## config.mk

```make
export PLATFORM = sky130hd
export DESIGN_NAME = trigger_fire_jam_controller
export DESIGN_NICKNAME = d
export VERILOG_FILES = /design/src/hw/rtl/tfj_pkg.sv /design/src/hw/rtl/tfj_cfg_regs.sv /design/src/hw/rtl/tfj_core.sv /design/src/hw/rtl/trigger_fire_jam_controller.sv
export SDC_FILE = /design/constraint.sdc
export NUM_CORES = 1
export LEC_CHECK = 0
export BUFFER_PORTS_ARGS = -buffer_cell sky130_fd_sc_hd__buf_2
export CAP_MARGIN = 20
export CORE_ASPECT_RATIO = 1.4
export CORE_UTILIZATION = 62
export CTS_BUF_LIST = sky130_fd_sc_hd__clkbuf_4
export DETAILED_ROUTE_END_ITERATION = 7
export GPL_TIMING_DRIVEN = 0
export PLACE_DENSITY_LB_ADDON = 0.2
export SETUP_SLACK_MARGIN = 0.15
export SYNTH_ARGS = -nofsm -noshare
export SYNTH_HDL_FRONTEND = slang
export SYNTH_SLANG_ARGS = --single-unit
```

## constraint.sdc

```tcl
create_clock -name clk -period 8 [get_ports clk]
set_clock_uncertainty 0.05 [all_clocks]
set_input_delay 1.2 -clock clk [delete_from_list [all_inputs] [get_ports clk]]
set_output_delay 1.2 -clock clk [all_outputs]
set_load 0.1 [all_outputs]
```

## src/hw/rtl/tfj_pkg.sv

```systemverilog
// Shared types and constants for the trigger, fire and jam controller.
// No dependencies; imported by every module of the block.
`default_nettype none

package tfj_pkg;

  // Operation codes carried by the op field
  localparam logic OP_TICK = 1'b0;
  localparam logic OP_INIT = 1'b1;

  // Remote switch positions
  localparam logic [1:0] SW_DOWN = 2'd1;
  localparam logic [1:0] SW_MID  = 2'd3;

  // Configuration register indexes
  localparam int CFG_INDEX_BITS = 3;
  localparam logic [CFG_INDEX_BITS-1:0] CFG_SHOT_STEP         = 3'd0;
  localparam logic [CFG_INDEX_BITS-1:0] CFG_WHEEL_SPEED       = 3'd1;
  localparam logic [CFG_INDEX_BITS-1:0] CFG_HEAT_CHECK_ENABLE = 3'd2;
  localparam logic [CFG_INDEX_BITS-1:0] CFG_HEAT_MARGIN_LIMIT = 3'd3;
  localparam logic [CFG_INDEX_BITS-1:0] CFG_JAM_ERROR_LIMIT   = 3'd4;
  localparam logic [CFG_INDEX_BITS-1:0] CFG_JAM_SPEED_LIMIT   = 3'd5;
  localparam logic [CFG_INDEX_BITS-1:0] CFG_JAM_COUNT_LIMIT   = 3'd6;
  localparam logic [CFG_INDEX_BITS-1:0] CFG_BURST_HOLD_TICKS  = 3'd7;
  localparam int CFG_DATA_BITS = 18;

  // Counter saturation value
  localparam logic [7:0] COUNT_MAX = 8'd255;

  typedef enum logic [1:0] {
    STATUS_NORMAL   = 2'd0,
    STATUS_OVERHEAT = 2'd1,
    STATUS_JAM      = 2'd2,
    STATUS_INIT     = 2'd3
  } status_t;

  typedef struct packed {
    logic [17:0] shot_step;
    logic [13:0] wheel_speed;
    logic        heat_check_enable;
    logic [9:0]  heat_margin_limit;
    logic [17:0] jam_error_limit;
    logic [9:0]  jam_speed_limit;
    logic [7:0]  jam_count_limit;
    logic [7:0]  burst_hold_ticks;
  } cfg_t;

  typedef struct packed {
    logic        op;
    logic [1:0]  switch_pos;
    logic        mouse_left;
    logic        mouse_right;
    logic        vision_lock;
    logic [31:0] trigger_angle;
    logic [15:0] trigger_speed;
    logic [15:0] heat_limit;
    logic [15:0] barrel_heat;
  } item_t;

  typedef struct packed {
    logic [13:0] friction_target;
    logic [31:0] trigger_target;
    status_t     status;
  } result_t;

endpackage

`default_nettype wire

```

## src/hw/rtl/tfj_cfg_regs.sv

```systemverilog
// Configuration register file for the trigger, fire and jam controller.
// Depends on tfj_pkg for the register indexes and the cfg_t struct.
`default_nettype none

module tfj_cfg_regs (
  input  wire logic                               clk,
  input  wire logic                               rst,
  input  wire logic                               cfg_we,
  input  wire logic [tfj_pkg::CFG_INDEX_BITS-1:0] cfg_index,
  input  wire logic [tfj_pkg::CFG_DATA_BITS-1:0]  cfg_data,
  output tfj_pkg::cfg_t                           cfg
);
  import tfj_pkg::*;

  always_ff @(posedge clk) begin
    if (rst) begin
      cfg.shot_step         <= 18'd36864;
      cfg.wheel_speed       <= 14'd6300;
      cfg.heat_check_enable <= 1'b0;
      cfg.heat_margin_limit <= 10'd40;
      cfg.jam_error_limit   <= 18'd7372;
      cfg.jam_speed_limit   <= 10'd30;
      cfg.jam_count_limit   <= 8'd50;
      cfg.burst_hold_ticks  <= 8'd20;
    end else if (cfg_we) begin
      case (cfg_index)
        CFG_SHOT_STEP:         cfg.shot_step         <= cfg_data;
        CFG_WHEEL_SPEED:       cfg.wheel_speed       <= cfg_data[13:0];
        CFG_HEAT_CHECK_ENABLE: cfg.heat_check_enable <= cfg_data[0];
        CFG_HEAT_MARGIN_LIMIT: cfg.heat_margin_limit <= cfg_data[9:0];
        CFG_JAM_ERROR_LIMIT:   cfg.jam_error_limit   <= cfg_data;
        CFG_JAM_SPEED_LIMIT:   cfg.jam_speed_limit   <= cfg_data[9:0];
        CFG_JAM_COUNT_LIMIT:   cfg.jam_count_limit   <= cfg_data[7:0];
        CFG_BURST_HOLD_TICKS:  cfg.burst_hold_ticks  <= cfg_data[7:0];
        default: ;
      endcase
    end
  end

endmodule

`default_nettype wire

```

## src/hw/rtl/tfj_core.sv

```systemverilog
// Controller state and single-pass next-state / result logic.
// Depends on tfj_pkg for item_t, result_t, cfg_t and the code constants.
`default_nettype none

module tfj_core #(
  parameter int ANGLE_BITS = 32
) (
  input  wire logic            clk,
  input  wire logic            rst,
  input  wire logic            fire,
  input  wire tfj_pkg::item_t  item,
  input  wire tfj_pkg::cfg_t   cfg,
  output tfj_pkg::result_t     result
);
  import tfj_pkg::*;

  localparam int ERR_BITS = ANGLE_BITS + 1;
  localparam int DEC_BITS = ANGLE_BITS + 20;

  logic signed [ANGLE_BITS-1:0] feed_goal, feed_goal_next;
  logic [1:0]                   prev_switch, prev_switch_next;
  logic                         last_mouse_left, last_mouse_left_next;
  logic [7:0]                   hold_count, hold_count_next;
  logic [7:0]                   stall_count, stall_count_next;

  logic signed [ANGLE_BITS-1:0] meas;
  logic signed [ERR_BITS-1:0]   err, err_abs;
  logic signed [16:0]           speed_ext, speed_abs;
  logic signed [16:0]           heat_margin;
  logic                         overheat, stall, jam;
  logic [7:0]                   stall_inc, hold_inc, hold_new;
  logic                         shot, aim_shot;
  logic [DEC_BITS-1:0]          dec, target_ext;

  // Measured angle reduced to the target width (sign-extend or truncate)
  assign meas = ANGLE_BITS'(signed'(item.trigger_angle));

  assign err     = ERR_BITS'(feed_goal) - ERR_BITS'(meas);
  assign err_abs = err[ERR_BITS-1] ? -err : err;

  assign speed_ext = 17'(signed'(item.trigger_speed));
  assign speed_abs = speed_ext[16] ? -speed_ext : speed_ext;

  assign heat_margin = signed'({1'b0, item.heat_limit}) - signed'({1'b0, item.barrel_heat});
  assign overheat    = cfg.heat_check_enable &&
                       (heat_margin < signed'({7'b0, cfg.heat_margin_limit}));

  assign stall = (err_abs > signed'(ERR_BITS'(cfg.jam_error_limit))) &&
                 (speed_abs < signed'({7'b0, cfg.jam_speed_limit}));

  assign stall_inc = (stall_count == COUNT_MAX) ? stall_count : stall_count + 8'd1;
  assign hold_inc  = (hold_count == COUNT_MAX) ? hold_count : hold_count + 8'd1;

  // Press edge restarts the hold count at one; release clears it
  always_comb begin
    if (!item.mouse_left) begin
      hold_new = 8'd0;
    end else if (!last_mouse_left) begin
      hold_new = 8'd1;
    end else begin
      hold_new = hold_inc;
    end
  end

  assign shot = (item.switch_pos == SW_DOWN && prev_switch != SW_DOWN) ||
                (item.mouse_left && !last_mouse_left) ||
                (item.mouse_left && hold_new > cfg.burst_hold_ticks);
  assign aim_shot = item.mouse_right && item.vision_lock;

  always_comb begin
    if (shot && aim_shot) begin
      dec = DEC_BITS'({cfg.shot_step, 1'b0});
    end else if (shot || aim_shot) begin
      dec = DEC_BITS'(cfg.shot_step);
    end else begin
      dec = '0;
    end
  end
  assign target_ext = DEC_BITS'(feed_goal) - dec;

  assign jam = stall_inc > cfg.jam_count_limit;

  always_comb begin
    feed_goal_next       = feed_goal;
    prev_switch_next     = prev_switch;
    last_mouse_left_next = last_mouse_left;
    hold_count_next      = hold_count;
    stall_count_next     = stall_count;
    result.friction_target = cfg.wheel_speed;
    result.status          = STATUS_NORMAL;
    if (item.op == OP_INIT) begin
      feed_goal_next       = meas;
      prev_switch_next     = SW_MID;
      last_mouse_left_next = 1'b0;
      hold_count_next      = 8'd0;
      stall_count_next     = 8'd0;
      result.friction_target = 14'd0;
      result.status          = STATUS_INIT;
    end else if (overheat) begin
      result.friction_target = 14'd0;
      result.status          = STATUS_OVERHEAT;
    end else begin
      stall_count_next = stall ? stall_inc : 8'd0;
      if (stall && jam) begin
        feed_goal_next = meas;
        result.status  = STATUS_JAM;
      end else begin
        prev_switch_next     = item.switch_pos;
        last_mouse_left_next = item.mouse_left;
        hold_count_next      = hold_new;
        feed_goal_next       = signed'(target_ext[ANGLE_BITS-1:0]);
      end
    end
    result.trigger_target = 32'(feed_goal_next);
  end

  always_ff @(posedge clk) begin
    if (rst) begin
      feed_goal       <= '0;
      prev_switch     <= SW_MID;
      last_mouse_left <= 1'b0;
      hold_count      <= 8'd0;
      stall_count     <= 8'd0;
    end else if (fire) begin
      feed_goal       <= feed_goal_next;
      prev_switch     <= prev_switch_next;
      last_mouse_left <= last_mouse_left_next;
      hold_count      <= hold_count_next;
      stall_count     <= stall_count_next;
    end
  end

endmodule

`default_nettype wire

```

## src/hw/rtl/trigger_fire_jam_controller.sv

```systemverilog
// Trigger, fire and jam controller: input register, single-pass core, result register.
// Throughput 1 item per cycle while the result channel is not stalled; the result is registered,
// passing from the input register through the single-pass core into the result register.
// Reset (rst, synchronous, active high) restores the register defaults, sets the
// target angle to zero, the last switch to middle and clears counters and valid flags.
// Depends on tfj_pkg, tfj_cfg_regs and tfj_core.
`default_nettype none

module trigger_fire_jam_controller #(
  parameter int ANGLE_BITS = 32
) (
  input  wire logic                               clk,
  input  wire logic                               rst,
  // Input channel
  input  wire logic                               in_valid,
  output logic                                    in_ready,
  input  wire logic                               op,
  input  wire logic [1:0]                         switch_pos,
  input  wire logic                               mouse_left,
  input  wire logic                               mouse_right,
  input  wire logic                               vision_lock,
  input  wire logic signed [31:0]                 trigger_angle,
  input  wire logic signed [15:0]                 trigger_speed,
  input  wire logic [15:0]                        heat_limit,
  input  wire logic [15:0]                        barrel_heat,
  // Result channel
  output logic                                    out_valid,
  input  wire logic                               out_ready,
  output logic [13:0]                             friction_target,
  output logic signed [31:0]                      trigger_target,
  output logic [1:0]                              status,
  // Configuration write port
  input  wire logic                               cfg_we,
  input  wire logic [tfj_pkg::CFG_INDEX_BITS-1:0] cfg_index,
  input  wire logic [tfj_pkg::CFG_DATA_BITS-1:0]  cfg_data
);
  import tfj_pkg::*;

  cfg_t    cfg;
  item_t   stage_item;
  logic    stage_valid;
  result_t core_result;
  logic    advance;
  logic    fire;
  logic    in_xfer;

  tfj_cfg_regs u_cfg (
    .clk       (clk),
    .rst       (rst),
    .cfg_we    (cfg_we),
    .cfg_index (cfg_index),
    .cfg_data  (cfg_data),
    .cfg       (cfg)
  );

  // The result register advances when empty or when its transfer completes;
  // the staged item fires into the core and updates the state on that edge.
  assign advance  = !out_valid || out_ready;
  assign fire     = stage_valid && advance;
  assign in_ready = !stage_valid || advance;
  assign in_xfer  = in_valid && in_ready;

  // Input register: valid flag under reset, payload only loads on transfer
  always_ff @(posedge clk) begin
    if (rst) begin
      stage_valid <= 1'b0;
    end else if (in_xfer) begin
      stage_valid <= 1'b1;
    end else if (fire) begin
      stage_valid <= 1'b0;
    end
  end

  always_ff @(posedge clk) begin
    if (in_xfer) begin
      stage_item.op             <= op;
      stage_item.switch_pos     <= switch_pos;
      stage_item.mouse_left     <= mouse_left;
      stage_item.mouse_right    <= mouse_right;
      stage_item.vision_lock    <= vision_lock;
      stage_item.trigger_angle  <= trigger_angle;
      stage_item.trigger_speed  <= trigger_speed;
      stage_item.heat_limit     <= heat_limit;
      stage_item.barrel_heat    <= barrel_heat;
    end
  end

  tfj_core #(
    .ANGLE_BITS (ANGLE_BITS)
  ) u_core (
    .clk    (clk),
    .rst    (rst),
    .fire   (fire),
    .item   (stage_item),
    .cfg    (cfg),
    .result (core_result)
  );

  // Result register: hold while the downstream side stalls
  always_ff @(posedge clk) begin
    if (rst) begin
      out_valid <= 1'b0;
    end else if (advance) begin
      out_valid <= stage_valid;
    end
  end

  always_ff @(posedge clk) begin
    if (fire) begin
      friction_target <= core_result.friction_target;
      trigger_target  <= signed'(core_result.trigger_target);
      status          <= core_result.status;
    end
  end

endmodule

`default_nettype wire
```

After elaboration in Yosys (flattened, before gate mapping)
Cells that the tools add are included.
{"block": "word_totals", "register_bits": 274, "output_inout_bits": 50, "elab_cells": 111}
{"block": "op_classes", "n_addsub": 7, "n_lt_le_gt_ge": 5, "eq_ne": 13, "mux": 27, "n_reduce_logical": 31}
{"operator": "$mux W32", "count": 3}
{"operator": "$mux W8", "count": 10}
{"operator": "$lt A17 B11 Y1", "count": 2}
{"operator": "$gt A33 B19 Y1", "count": 1}
{"operator": "$mux W33", "count": 1}
{"operator": "$neg A33 Y33", "count": 1}
{"operator": "$sub A32 B32 Y33", "count": 1}
{"operator": "$sub A32 B19 Y32", "count": 1}
{"operator": "$mux W19", "count": 1}
{"operator": "$mux W18", "count": 1}
{"operator": "$reduce_and A2 Y1", "count": 9}
{"operator": "$mux W17", "count": 1}
{"operator": "$neg A16 Y17", "count": 1}
{"operator": "$sub A16 B16 Y17", "count": 1}
{"operator": "$add A8 B1 Y8 const B", "count": 2}
{"operator": "$eq A8 B8 Y1 const B", "count": 2}
{"operator": "$gt A8 B8 Y1", "count": 2}
{"operator": "$eq A3 B3 Y1 const B", "count": 4}
{"operator": "$logic_and A1 B1 Y1", "count": 10}
{"operator": "$mux W2", "count": 5}
{"operator": "$eq A3 B2 Y1 const B", "count": 2}
{"operator": "$logic_or A1 B1 Y1", "count": 5}
{"operator": "$mux W1", "count": 5}
{"operator": "$ne A2 B2 Y1 const B", "count": 2}
{"operator": "other kinds (8)", "count": 10}

Logic depth before layout (Yosys ltp)
{"block": "logic_depth", "ltp_word": 14, "depth_mapped": 38, "mapped_depth_nobuf": 37}

Hierarchy
A second synthesis with hierarchy kept.
{"block": "hier_totals", "cells_unflattened": 1946, "area_unflattened_um2": 18094.9}
{"module": "tfj_core", "instances": 1, "cells_each": 1476, "area_each_um2": 10471.3, "seq_area_each_um2": 1021.0}
{"module": "trigger_fire_jam_controller", "instances": 1, "cells_each": 144, "area_each_um2": 4127.7, "seq_area_each_um2": 4063.9}
{"module": "tfj_cfg_regs", "instances": 1, "cells_each": 326, "area_each_um2": 3495.9, "seq_area_each_um2": 1741.7}

Least setup slack after synthesis
No wires, ideal clock.
{"block": "synth_path", "path_type": "reg-to-reg", "start": "register u_core.hold_count[0]", "end": "register trigger_target[30], data pin", "setup_time_ns": 0.256, "arrival_ns": 6.168, "t_required_ns": 7.694, "setup_slack_ns": 1.526, "stages_incl_launch_ff": 38, "n_path_buf": 1, "period_less_slack_ns": 6.474, "cell_sequence": "dfxtp_1 -> ha_1 -> inv_1 -> nor2_1 -> nand3_1 -> mux2i_1 -> nor2_1 -> ha_1 -> nor2b_1 -> o21a_1 -> o21ai_0 -> nand2b_1 -> a21oi_1 -> o21ai_0 -> o21ai_0 -> nand2_1 -> a21boi_0 -> xor2_1 -> [2 not listed] -> inv_1 -> fa_1 -> a21o_1 -> a21oi_1 -> nor2b_1 -> o211ai_1 -> a31oi_1 -> a21o_1 -> a21oi_1 -> nand4b_1 -> a21oi_1 -> or2_2 -> clkbuf_1 -> nor3_1 -> nand2_1 -> nor3_1 -> a21oi_1 -> o22a_1"}
{"item": "from (decl)", "line_no": "tfj_core.sv:23", "rtl": "logic [7:0] hold_count, hold_count_next;"}
{"item": "from (signal assigned)", "line_no": "tfj_core.sv:128", "rtl": "hold_count <= hold_count_next;"}
{"item": "to (signal assigned)", "line_no": "trigger_fire_jam_controller.sv:111", "rtl": "trigger_target <= signed'(core_result.trigger_target);"}
{"item": "to (decl)", "line_no": "trigger_fire_jam_controller.sv:30", "rtl": "output logic signed [31:0] trigger_target,"}

==> flow_metrics.env <==
export IMPL_clk_pin_slew_worst_paths_ns=0.07
export IMPL_crit_family="compound AO/OA/AOI/OAI gates"
export IMPL_ant_nets=0
export IMPL_path_max_fanout=10
export IMPL_timing_final_ws_setup_ns=0.261
export IMPL_timing_fmax_ghz=0.129
export IMPL_cpMostUsedCell="a211oi_1"
export IMPL_yosys_area_top_type="edfxtp_1"
export IMPL_clk_latency_ns=0.74
export IMPL_dpl_hpwl_um=38700
export IMPL_synth_edf_count=134
export IMPL_grt_pass1_wl_um=78300
export IMPL_grt_start_max_net_pins=63
export IMPL_synthesis_nets=2112
export IMPL_required_ns=8.37
export IMPL_rsz0062_at_grt="false"
export IMPL_leakagePower_nw=7.77
export IMPL_cts_htree_levels=3
export IMPL_die_width_um=141
export IMPL_ir_drop_uv=164
export IMPL_drc_errors=0
export IMPL_critPathLaunch="stage_item[48]"
export IMPL_fin_setup_tns_ns=0
export IMPL_post_drt_wl_per_cell_um=20.2
export IMPL_synthTopCellsByArea="edfxtp_1 24%, dfxtp_1 17%, ha_1 9.2%"
export IMPL_status="completed"
export IMPL_yosys_top_cells_count="227 x nand2_1, 151 x a21oi_1, 150 x inv_1"
export IMPL_worstSetupStartpointType="flip-flop"
export IMPL_synth_top_flop_cell="dfxtp_1"
export IMPL_clockBufferDepth=3
export IMPL_buffer_ports_inserted=157
export IMPL_fin_crit_ns=7.74
export IMPL_ys_types=95
export IMPL_drt_pass1_iterations=7
export IMPL_place_ws_ns=0.104
export IMPL_cpPeakStageDelay_ns=0.67
export IMPL_yosys_cell_count_top_type="nand2_1"
export IMPL_cp_arrival_ns=8.11
export IMPL_ys_warn_count=0
export IMPL_fin_nets=2344
export IMPL_clock_sinks=274
export IMPL_hold_path_class="reg2reg"
export IMPL_max_cap_viol_count=0
export IMPL_hold_viol=0
export IMPL_ys_seq_elements=274
export IMPL_antenna_found_initial=2
export IMPL_finalWirelength_um=50900
export IMPL_vias_per_cell=6.20
export IMPL_synth_top_area_share=0.240
export IMPL_crit_buf_inv=3
export IMPL_drive_gt1_frac=0.155
export IMPL_dieArea_sq_um=27800
export IMPL_drt_iter0_markers=998
export IMPL_power_mw=3.93
export IMPL_hp_start="u_cfg.cfg[63]"
export IMPL_grt_use_total=0.368
export IMPL_worst_path_max_delay_cell="a222oi_1"
export IMPL_areaGrowthSynthToFinish_pct=13.3
export IMPL_dieHeight_um=197
export IMPL_postCtsHoldBufs=0
export IMPL_max_slew_worst_pin_slew_ns=0.999
export IMPL_critical_path_class="reg2reg"
export IMPL_end_kind="flip-flop"
export IMPL_io_pins=162
export IMPL_vias=15600
export IMPL_netlist_area_sq_um=16800
export IMPL_yosysSeqAreaShare=0.406
export IMPL_slew_headroom=0.329
export IMPL_start_util=0.637
export IMPL_avgSynthCellArea_sq_um=8.96
export IMPL_row_count=70
export IMPL_cts_buffers=70
export IMPL_grt_pass1_vias=15400
export IMPL_ys_async_sr_fraction=0
export IMPL_pwr_density_cell_nw_per_um2=207
export IMPL_r2r_start="stage_item[48]"
export IMPL_finalSetupViolations=0
export IMPL_fillers=2052
export IMPL_fin_crit_sh=0.967
export IMPL_overflow=0
export IMPL_core_sq_um=26400
export IMPL_root_buffer="clkbuf_4"
export IMPL_finalMaxSlewViolations=0
export IMPL_tritoncts="yes"
export IMPL_syn_inst=1874
export IMPL_place_congestion=0.999
[where the power goes]
group	internal, mW	switching [mW]
clock	0.570	0.601
sequential	1.55	0.0516
combinational	0.394	0.762
[cells in the final DEF (no fill, tap or decap), drive strengths merged, types with 23 or more instances in the layout]
master / netlist / final
nand2: 227 / 227
buf: 21 / 179
inv: 151 / 154
a21oi: 154 / 154
clkbuf: 53 / 153
dfxtp: 140 / 140
edfxtp: 134 / 134
nor2: 125 / 125
ha: 123 / 123
o21ai: 81 / 81
xnor2: 51 / 51
nor3: 49 / 49
nand3: 48 / 48
xor2: 33 / 33
o211ai: 29 / 29
a22oi: 27 / 27
a21o: 25 / 25
clkinv: 1 / 25
nor2b: 23 / 23
nand4: 23 / 23
and2: 23 / 23
[layer usage]
| metal | global-route usage | wire, um |
|---|---|---|
| met1 | 0.375 | 18200 |
| met2 | 0.657 | 25300 |
| met3 | 0.0695 | 3240 |
| met4 | 0.293 | 4080 |
| met5 | 0 | 0 |
[per-stage QoR]
step | cells | utilization | hold slack (ns) | cell area [sq um]
detailed placement | 2393 | 0.686 | 0.397 | 18100
floorplan | 1874 | - | 0.382 | 16800
global route | 2522 | 0.722 | 0.429 | 19000
global placement | 2391 | 0.684 | 0.388 | 18000
finish | 2523 | 0.722 | 0.402 | 19000
CTS | 2519 | 0.718 | 0.404 | 18900
[repair_timing]
action                                  4_1_cts  5_1_grt
pin swaps                                     1        1
setup buffers                                 0        0
endpoints found under the setup margin        4       38
resized for setup                             2       14
[worst paths after layout]
check,to,slack (ns),depth (start not counted)
max,trigger_target[3],0.26,26
min,u_cfg.cfg[63],0.40,2
max reg2reg,trigger_target[3],0.26,26
min reg2reg,u_cfg.cfg[63],0.40,2
[cell families after synthesis]
group,synth area share
adder cells (fa/ha/maj),0.0952
flip-flops,0.406
AND/OR/NAND/NOR,0.178
buffers and inverters,0.0527
AO/OA/AOI/OAI,0.212
XOR/XNOR,0.0438
multiplexers,0.0120
[worst reg2reg max path: stages (launching register included)]
cell	delay [ns]
edfxtp_1	0.49
ha_1	0.32
fa_1	0.41
nand2b_1	0.18
a211o_1	0.37
a211oi_1	0.61
or3_1	0.28
xor2_1	0.19
or2_2	0.37
nor3_2	0.41
nor2_1	0.11
xnor2_1	0.25
ha_1	0.30
nor2b_1	0.14
o21ai_0	0.15
o211ai_1	0.12
a21oi_1	0.12
a211oi_1	0.10
a211oi_1	0.22
and4_1	0.25
nand4_1	0.28
o21a_4	0.35
a21oi_4	0.27
inv_2	0.16
buf_6	0.19
a222oi_1	0.67
inv_1	0.09
[area by class of cell]
| cell class | instances | area [sq um] | area share |
|---|---|---|---|
| Antenna cell | 3 | 7.51 | 0.000394 |
| Buffer | 74 | 319 | 0.0168 |
| Clock buffer | 98 | 736 | 0.0387 |
| Clock inverter | 28 | 113 | 0.00592 |
| Inverter | 152 | 571 | 0.0300 |
| Multi-Input combinational cell | 1374 | 9180 | 0.482 |
| Sequential cell | 274 | 6830 | 0.359 |
| Tap cell | 360 | 450 | 0.0237 |
| Timing Repair Buffer | 160 | 835 | 0.0438 |
[registers in the layout (all words and copies together) (netlist names), 8 cells and up]
signal and cells:
trigger_target 32, friction_target 14, stage_item 86, u_core.feed_goal 32, u_cfg.cfg 87, u_core.hold_count 8, u_core.stall_count 8
No activity file was read; power rests on OpenSTA's default activity.
